File: src/design/afp_pkg.sv
// shared types and constants for the av sync frame pacer
package afp_pkg;

  localparam int unsigned WINDOW = 10;
  localparam int unsigned TS_W = 32;
  localparam int unsigned CFG_W = 16;
  localparam int unsigned IVL_W = 16;
  localparam int unsigned SUM_W = 20;
  localparam int unsigned POS_W = (WINDOW > 1) ? $clog2(WINDOW) : 1;
  localparam int unsigned FILL_W = $clog2(WINDOW + 1);
  localparam int unsigned LEAD_SHIFT = 3;

  // sum / WINDOW as (sum * DIV_RECIP) >> DIV_SHIFT, exact for any sum below 2**SUM_W
  localparam int unsigned DIV_SHIFT = 24;
  localparam int unsigned RECIP_W = DIV_SHIFT + 1;
  localparam logic [RECIP_W-1:0] DIV_RECIP = RECIP_W'((64'd1 << DIV_SHIFT) / WINDOW + 64'd1);

  localparam logic [CFG_W-1:0] RST_MAX_AUDIO_IDLE = 16'd500;
  localparam logic [CFG_W-1:0] RST_MAX_INTERVAL = 16'd1000;
  localparam logic [CFG_W-1:0] RST_MAX_WAIT = 16'd1000;

  typedef enum logic [1:0] {
    ST_OK        = 2'd0,
    ST_BACKWARDS = 2'd1,
    ST_NOT_INCR  = 2'd2
  } afp_status_e;

  typedef enum logic [1:0] {
    CFG_MAX_AUDIO_IDLE = 2'd0,
    CFG_MAX_INTERVAL   = 2'd1,
    CFG_MAX_WAIT       = 2'd2
  } afp_cfg_idx_e;

  typedef struct packed {
    logic [TS_W-1:0] video_ts;
    logic [TS_W-1:0] audio_ts;
    logic [TS_W-1:0] audio_idle;
    logic [TS_W-1:0] clock_time;
    logic [TS_W-1:0] now_ms;
  } afp_in_t;

  typedef struct packed {
    logic [CFG_W-1:0] wait_ms;
    logic [1:0]       status;
  } afp_out_t;

  // frame held between the state update and the wait computation
  typedef struct packed {
    logic            valid;
    afp_status_e     status;
    logic [TS_W-1:0] lead;
  } afp_stage_t;

  // ring state as seen by the wait computation
  typedef struct packed {
    logic [SUM_W-1:0] sum;
    logic             full;
  } afp_ring_t;

endpackage

File: src/design/afp_ring.sv
// interval window: ring memory with running sum and fill count
module afp_ring
  import afp_pkg::*;
(
  input  logic             clk_i,
  input  logic             rst_ni,
  input  logic             rec_i,
  input  logic [IVL_W-1:0] interval_i,
  output afp_ring_t        ring_o
);

  logic [IVL_W-1:0]  mem [WINDOW];
  logic [IVL_W-1:0]  old_q;
  logic [POS_W-1:0]  pos_q, pos_d;
  logic [FILL_W-1:0] fill_q, fill_d;
  logic [SUM_W-1:0]  sum_q, sum_d;
  logic              full;

  assign full = (fill_q == FILL_W'(WINDOW));

  always_comb begin
    pos_d  = pos_q;
    fill_d = fill_q;
    sum_d  = sum_q;
    if (rec_i) begin
      pos_d  = (pos_q == POS_W'(WINDOW - 1)) ? '0 : pos_q + 1'b1;
      fill_d = full ? fill_q : fill_q + 1'b1;
      sum_d  = sum_q - (full ? SUM_W'(old_q) : '0) + SUM_W'(interval_i);
    end
  end

  // read runs one entry ahead: old_q always holds the entry at pos_q,
  // and a write never hits the address read in the same cycle
  always_ff @(posedge clk_i) begin
    if (rec_i) begin
      mem[pos_q] <= interval_i;
    end
    old_q <= mem[pos_d];
  end

  always_ff @(posedge clk_i or negedge rst_ni) begin
    if (!rst_ni) begin
      pos_q  <= '0;
      fill_q <= '0;
      sum_q  <= '0;
    end else begin
      pos_q  <= pos_d;
      fill_q <= fill_d;
      sum_q  <= sum_d;
    end
  end

  assign ring_o.sum  = sum_q;
  assign ring_o.full = full;

endmodule

File: src/design/afp_wait.sv
// wait computation from lead and, once the window is full, window mean; clamp, output register
module afp_wait
  import afp_pkg::*;
(
  input  logic             clk_i,
  input  logic             rst_ni,
  input  afp_stage_t       stage_i,
  input  afp_ring_t        ring_i,
  input  logic [CFG_W-1:0] max_wait_i,
  output logic             stage_ready_o,
  output logic             out_valid_o,
  input  logic             out_stall_i,
  output afp_out_t         out_data_o
);

  localparam int unsigned WAIT_W = TS_W + 1;
  localparam int unsigned PROD_W = SUM_W + RECIP_W;

  logic [PROD_W-1:0]        prod;
  logic [SUM_W-1:0]         mean;
  logic [WAIT_W-1:0]        wait_raw;
  logic [CFG_W-1:0]         wait_clamped;
  logic                     out_valid_q;
  afp_out_t                 out_q;

  assign prod = PROD_W'(ring_i.sum) * PROD_W'(DIV_RECIP);
  assign mean = prod[DIV_SHIFT +: SUM_W];

  always_comb begin
    if (stage_i.status != ST_OK) begin
      wait_raw = '0;
    end else if (ring_i.full) begin
      wait_raw = (stage_i.lead == '0) ? '0
               : WAIT_W'(mean) + WAIT_W'(stage_i.lead >> LEAD_SHIFT);
    end else begin
      wait_raw = WAIT_W'(stage_i.lead);
    end
    wait_clamped = (wait_raw > WAIT_W'(max_wait_i)) ? max_wait_i : wait_raw[CFG_W-1:0];
  end

  assign stage_ready_o = !out_valid_q || !out_stall_i;

  always_ff @(posedge clk_i or negedge rst_ni) begin
    if (!rst_ni) begin
      out_valid_q <= 1'b0;
    end else if (stage_ready_o) begin
      out_valid_q <= stage_i.valid;
    end
  end

  always_ff @(posedge clk_i) begin
    if (stage_ready_o && stage_i.valid) begin
      out_q.wait_ms <= wait_clamped;
      out_q.status  <= stage_i.status;
    end
  end

  assign out_valid_o = out_valid_q;
  assign out_data_o  = out_q;

endmodule

File: src/design/av_sync_frame_pacer_unit.sv
// top level of the av sync frame pacer
//
//  channel | direction | handshake             | payload
//  in      | input     | in_valid_i/in_stall_o | in_data_i (afp_in_t)
//  out     | output    | out_valid_o/out_stall_i | out_data_o (afp_out_t)
//  cfg     | input     | cfg_valid_i/cfg_ready_o | cfg_index_i, cfg_data_i
//
// one frame per cycle while the output is not stalled; a result passes the middle stage, then the output register
// the ring read runs one entry ahead of the write pointer, so the
//   read-modify-write of the sum closes in the accept cycle
// reset clears the pointers, fill count, sum and history; the ring needs no clearing
// a stalled output holds its result while one more frame waits in the middle stage
module av_sync_frame_pacer_unit
  import afp_pkg::*;
(
  input  logic       clk_i,
  input  logic       rst_ni,
  input  logic       in_valid_i,
  output logic       in_stall_o,
  input  afp_in_t    in_data_i,
  output logic       out_valid_o,
  input  logic       out_stall_i,
  output afp_out_t   out_data_o,
  input  logic       cfg_valid_i,
  output logic       cfg_ready_o,
  input  logic [1:0] cfg_index_i,
  input  logic [CFG_W-1:0] cfg_data_i
);

  logic [CFG_W-1:0] max_audio_idle_q, max_interval_q, max_wait_q;
  logic             started_q;
  logic [TS_W-1:0]  last_now_q, last_vts_q;
  afp_stage_t       stage_q;
  afp_ring_t        ring;
  logic             stage_ready;
  logic             accept;
  logic [TS_W-1:0]  sync_ref, lead, interval;
  logic             err_back, err_incr, frame_ok, rec;
  afp_status_e      status;

  assign cfg_ready_o = 1'b1;

  always_ff @(posedge clk_i or negedge rst_ni) begin
    if (!rst_ni) begin
      max_audio_idle_q <= RST_MAX_AUDIO_IDLE;
      max_interval_q   <= RST_MAX_INTERVAL;
      max_wait_q       <= RST_MAX_WAIT;
    end else if (cfg_valid_i) begin
      unique case (cfg_index_i)
        CFG_MAX_AUDIO_IDLE: max_audio_idle_q <= cfg_data_i;
        CFG_MAX_INTERVAL:   max_interval_q   <= cfg_data_i;
        CFG_MAX_WAIT:       max_wait_q       <= cfg_data_i;
        default: ;
      endcase
    end
  end

  assign in_stall_o = stage_q.valid && !stage_ready;
  assign accept     = in_valid_i && !in_stall_o;

  always_comb begin
    sync_ref = (in_data_i.audio_idle < TS_W'(max_audio_idle_q))
             ? in_data_i.audio_ts : in_data_i.clock_time;
    lead     = (in_data_i.video_ts > sync_ref) ? in_data_i.video_ts - sync_ref : '0;
    err_back = started_q && (in_data_i.now_ms < last_now_q);
    err_incr = started_q && !err_back && (in_data_i.video_ts <= last_vts_q);
    frame_ok = !err_back && !err_incr;
    interval = in_data_i.video_ts - last_vts_q;
    rec      = accept && frame_ok && started_q && (interval < TS_W'(max_interval_q));
    priority if (err_back) begin
      status = ST_BACKWARDS;
    end else if (err_incr) begin
      status = ST_NOT_INCR;
    end else begin
      status = ST_OK;
    end
  end

  always_ff @(posedge clk_i or negedge rst_ni) begin
    if (!rst_ni) begin
      started_q  <= 1'b0;
      last_now_q <= '0;
      last_vts_q <= '0;
    end else if (accept && frame_ok) begin
      started_q  <= 1'b1;
      last_now_q <= in_data_i.now_ms;
      last_vts_q <= in_data_i.video_ts;
    end
  end

  // the ring only moves when a frame enters this stage, so while a frame
  // sits here the ring state is exactly the one it left behind
  always_ff @(posedge clk_i or negedge rst_ni) begin
    if (!rst_ni) begin
      stage_q <= '0;
    end else begin
      if (!stage_q.valid || stage_ready) begin
        stage_q.valid <= accept;
      end
      if (accept) begin
        stage_q.status <= status;
        stage_q.lead   <= lead;
      end
    end
  end

  afp_ring u_ring (
    .clk_i      (clk_i),
    .rst_ni     (rst_ni),
    .rec_i      (rec),
    .interval_i (interval[IVL_W-1:0]),
    .ring_o     (ring)
  );

  afp_wait u_wait (
    .clk_i         (clk_i),
    .rst_ni        (rst_ni),
    .stage_i       (stage_q),
    .ring_i        (ring),
    .max_wait_i    (max_wait_q),
    .stage_ready_o (stage_ready),
    .out_valid_o   (out_valid_o),
    .out_stall_i   (out_stall_i),
    .out_data_o    (out_data_o)
  );

  a_err_zero_wait: assert property (@(posedge clk_i) disable iff (!rst_ni)
    out_valid_o && (out_data_o.status != ST_OK) |-> out_data_o.wait_ms == '0)
    else $error("error transaction carries a nonzero wait");

  a_wait_clamped: assert property (@(posedge clk_i) disable iff (!rst_ni)
    out_valid_o |-> out_data_o.wait_ms <= max_wait_q)
    else $error("wait above the configured maximum");

  a_err_keeps_history: assert property (@(posedge clk_i) disable iff (!rst_ni)
    accept && !frame_ok |=> $stable(last_now_q) && $stable(last_vts_q))
    else $error("rejected frame changed the timestamp history");

  a_first_frame_ok: assert property (@(posedge clk_i) disable iff (!rst_ni)
    accept && !started_q |-> frame_ok && !rec)
    else $error("first frame rejected or recorded an interval");

endmodule
File: config.mk
export PLATFORM = sky130hd
export DESIGN_NAME = av_sync_frame_pacer_unit
export DESIGN_NICKNAME = d
export VERILOG_FILES = /design/src/design/afp_pkg.sv /design/src/design/afp_ring.sv /design/src/design/afp_wait.sv /design/src/design/av_sync_frame_pacer_unit.sv
export SDC_FILE = /design/constraint.sdc
export NUM_CORES = 1
export LEC_CHECK = 0
export ABC_AREA = 1
export BUFFER_PORTS_ARGS = -buffer_cell sky130_fd_sc_hd__buf_2
export CAP_MARGIN = 20
export CORE_MARGIN = 5
export CORE_UTILIZATION = 50
export DETAILED_ROUTE_END_ITERATION = 8
export HOLD_SLACK_MARGIN = 0.06
export PLACE_DENSITY_LB_ADDON = 0.1
export SYNTH_ARGS = -nofsm -noshare
export SYNTH_HDL_FRONTEND = slang
export SYNTH_SLANG_ARGS = --single-unit
export TNS_END_PERCENT = 1
File: constraint.sdc
create_clock -name clk_i -period 17.4 [get_ports clk_i]
set_input_delay 1.74 -clock clk_i [delete_from_list [all_inputs] [get_ports clk_i]]
set_output_delay 1.74 -clock clk_i [all_outputs]
set_load 0.05 [all_outputs]
==> summary.txt <==
Worst setup path
  • Critical Path Start Type: flop
  • Crit-path max FO: 17
  • Most used cell, CP: nand2_1
  • Worst setup EP type: flop
  • CP max stage delay: around 0.61 ns
  • CP required: between 15 and 20 ns
  • WP data arrival: roughly 10 ns
  • Worst Reg2Reg Path Length in Cells: 41
  • Kind of critical path: reg -> reg
  • RR Startpoint: u_ring.sum_q[3]
  • Worst reg2reg endpoint: u_wait.out_data_o[9]
  • Crit path max-delay cell type: dfrtp_1
  • Reg2reg setup slack: around 7.7 ns

Yosys
  • Sequential cell area fraction in the yosys report: approximately 32%
  • Post-synthesis compound-gate area fraction: 9.238%
  • Synth Area in Simple Gates: roughly 20%
  • Post-synth top area cell: edfxtp_1
  • Xor/xnor share of the synthesized area: 2.726%
  • Synthesized netlist cell count: approximately 3900
  • Async SR Flop Fraction: between 40% and 50%
  • Netlist cell types: between 50 and 60
  • Top cells by area, synth: edfxtp_1 (17%), ha_1 (15%), dfrtp_1 (13%)
  • Synth warn: 0
  • Post-synthesis mux area share: under 10%
  • Ys flop type: edfxtp_1
  • Flops & latches, synth: 371
  • Syn_area_per_cell: 8.150 um2
  • Main combinational cell family by area after synthesis: adder cells
  • Area share of the largest cell type after synthesis: between 15 and 20%
  • Mapped Area: between 0.03 and 0.04 mm2
  • Synth Area in Adders: between 20% and 30%
  • Number of synthesized flops with an enable pin: about 180
  • Syn nets: 4582

GRT
  • Pin count of the biggest net entering global routing: 103
  • Initial antenna violation count: 3
  • GRT Util Overall: 27.04%
  • Grt total ovfl: 0
  • First-pass GRT wire length: 144.0 mm
  • Vias in the first global route: between 20000 and 30000

Floorplanning
  • Top-Level Pins: a little over 200
  • Die Area: about 0.068 mm2
  • Initial Util: between 50% and 60%
  • Die width: 261.0 um
  • Vert. Die Dim: 261.0 um
  • Total core area: 0.06274 mm2
  • FP Rows: 92

Clock network
  • CTS resizes: 0
  • Worst-case clock buffer depth: 3
  • Clk_lat worst skew: 0.60 ns
  • Clock Tree Root: clkbuf_16
  • CTS Sinks: between 300 and 400
  • H-tree lvl count: 2
  • Reg clk slew, reported paths: about 0.060 ns
  • Hold Buf Count CTS: 0
  • TritonCTS buffer count: between 40 and 50
  • Post-CTS Setup Repair Bufs: 0
  • Clock tree from TritonCTS: built

Timing
  • Fin. Hold Viols: 0
  • Post-Route Skew: ~0.029 ns
  • RSZ-0062 raised after global routing: no
  • # setup viols final: 0
  • FMAX: around 100 MHz
  • Max_slew headroom: between 20% and 30%
  • Minimum clock period: just under 10 ns
  • Period utilization: roughly 56%
  • Worst slew pin tran: 1.064 ns
  • Slew Viols, Final: 0
  • Crit path setup slack, layout: about 7.7 ns
  • Setup TNS Final: 0 ns

Min path
  • Hold EP: u_wait.out_valid_o
  • HP Class: reg -> reg
  • Hold Path Depth: 2
  • Hold Startpoint: stage_q[34]

Layout
  • Filler instances: roughly 6000
  • Non-Filler Instances: 4954
  • Share of cells above drive strength 1: about a tenth
  • FF/Latch Area: roughly 0.01 mm2
  • Design Area, Final: about 0.035 mm2
  • Nets@finish: 4789
  • Area Overhead vs Synth: 11.29%
  • Multi-input logic area: roughly 0.018 mm2

Detailed routing
  • DRC viols: 0
  • DR iter-0 viols: approximately 1800
  • Vias: ~26000
  • WL/cell: around 19 um
  • TritonRoute pass-1 iters: 7
  • Routed wire length: slightly above 90 mm
  • ANT nets after route: 0
  • Vias/cell: between 5 and 6

Power and ir drop
  • Pwr/cell area: between 100 and 150 mW/mm2
  • VDD IR max: approximately 0.091 mV
  • P_leak: ~19 nW

Status
  • Outcome: complete, no violations

Place
  • Post-DP Area: around 0.034 mm2
  • Placed Instances: between 4000 and 5000
  • RD Place Congestion: ~0.97
  • Placement Setup Slack: roughly 7.8 ns
  • Buffers on Ports: slightly above 200
  • Final HPWL DP: roughly 74 mm

Job
  • Max Cap Viol: 0
-- synthesized netlist by cell type (5+ instances only) --
cell        n
a211oi_1    5
a21boi_0    5
a21o_1     13
a21oi_1   254
a31oi_1    10
and2_1      7
buf_1       7
buf_2      23
clkbuf_1   41
dfrtp_1   159
dfstp_2    18
dfxtp_1    16
edfxtp_1  178
fa_1      151
ha_1      384
inv_1     729
inv_2      14
mux2i_1    31
nand2_1   807
nand2_2     6
nand3_1   296
nand3b_1   20
nand4_1    31
nor2_1    226
nor2_2      9
nor3_1     26
nor3_2      6
nor4_1     19
o211ai_1    5
o21a_1      6
o21ai_0   169
o21bai_1   10
o22ai_1    34
o31ai_1     5
or2_2       5
xnor2_1    29
xor2_1     69
-- cell families (layout without fill, tap and decap cells) --
family | after synthesis | in the layout
compound gates | 533 | 533
xor+xnor | 98 | 98
fa+ha+maj | 535 | 535
buf+inv | 822 | 1063
flops | 371 | 371
mux | 32 | 32
other cells | 1 | 4
simple gates | 1472 | 1472
-- per-layer routing --
| layer | global-route usage, % | share of wire (%) | up-vias |
|---|---|---|---|
| li1 | - | - | 12980 |
| met1 | 37.09 | 45 | 12300 |
| met2 | 45.48 | 47 | 621 |
| met3 | 4.165 | 5.6 | 141 |
| met4 | 6.501 | 2.8 | 0 |
| met5 | 0 | 0 | - |
-- metrics by stage --
stage / hold slack (ns) / power [W] / util (%)
6_report: 0.4777 / 0.004288 / 55.86
5_1_grt: 0.5137 / 0.004602 / 55.85
4_1_cts: 0.4827 / 0.004297 / 55.76
3_5_place_dp: 0.4660 / 0.003334 / 53.43
3_3_place_gp: 0.4646 / 0.003318 / 53.43
2_1_floorplan: 0.4331 / 0.002666 / -
-- worst max path at each step --
stage	depth (start not counted)	end	slack, ns	start
2_1_floorplan	43	u_wait.out_data_o[12]	9.23	u_ring.sum_q[4]
5_1_grt	43	u_wait.out_data_o[9]	7.18	u_ring.sum_q[17]
3_5_place_dp	41	u_wait.out_data_o[17]	7.76	u_ring.sum_q[5]
6_report	41	u_wait.out_data_o[9]	7.70	u_ring.sum_q[3]
3_3_place_gp	41	u_wait.out_data_o[14]	7.87	u_ring.sum_q[5]
4_1_cts	41	u_wait.out_data_o[7]	7.75	u_ring.sum_q[5]
-- cell usage in the layout (no fill, tap or decap), types with 10 or more instances in the layout --
master     Yosys  final
a21o_1        13     13
a21oi_1      254    253
a31oi_1       10     10
buf_2         23    201
buf_4          4     32
clkbuf_16      0     43
dfrtp_1      159    159
dfstp_2       18     18
dfxtp_1       16     16
edfxtp_1     178    178
fa_1         151    151
ha_1         384    384
inv_1        729    729
inv_2         14     14
mux2i_1       31     31
nand2_1      807    807
nand3_1      296    296
nand3b_1      20     20
nand4_1       31     31
nor2_1       226    224
nor2_2         9     11
nor3_1        26     23
nor4_1        19     18
o21ai_0      169    169
o21bai_1      10     10
o22ai_1       34     34
xnor2_1       29     29
xor2_1        69     69
-- power by group --
group	internal (W)	switching [W]	leakage, nW
Sequential	0.00116	0.0000618	3.84
Clock	0.000550	0.000395	0.713
Combinational	0.000703	0.00141	14.1
-- flip-flops by register name (all words and copies together) (netlist names) --
signal              flops
u_wait.out_valid_o      1
max_interval_q         16
u_ring.fill_q           4
last_now_q             32
u_ring.pos_q            4
u_ring.mem            160
max_audio_idle_q       16
max_wait_q             16
last_vts_q             32
u_wait.out_data_o      18
u_ring.old_q           16
stage_q                35
u_ring.sum_q           20
started_q               1
-- worst max-delay path, delay by kind of cell, from the launching register on --
family,cells,cell delay [ns]
flip-flops,1,0.61
buffers and inverters,4,0.34
XOR/XNOR,2,0.46
AO/OA/AOI/OAI,9,1.72
AND/OR/NAND/NOR,16,2.29
adder cells (fa/ha/maj),10,4.01
-- area by class of cell --
type                    count  area share [%]
flip-flops and latches    371           28.87
inverters                 746           7.994
well taps                 846           3.020
multi-input cells        2671           52.16
diodes                      3         0.02142
clock buffers              55           3.285
repair buffers            238           3.756
clock inverters            24          0.8926
No activity file was read; power rests on OpenSTA's default activity.
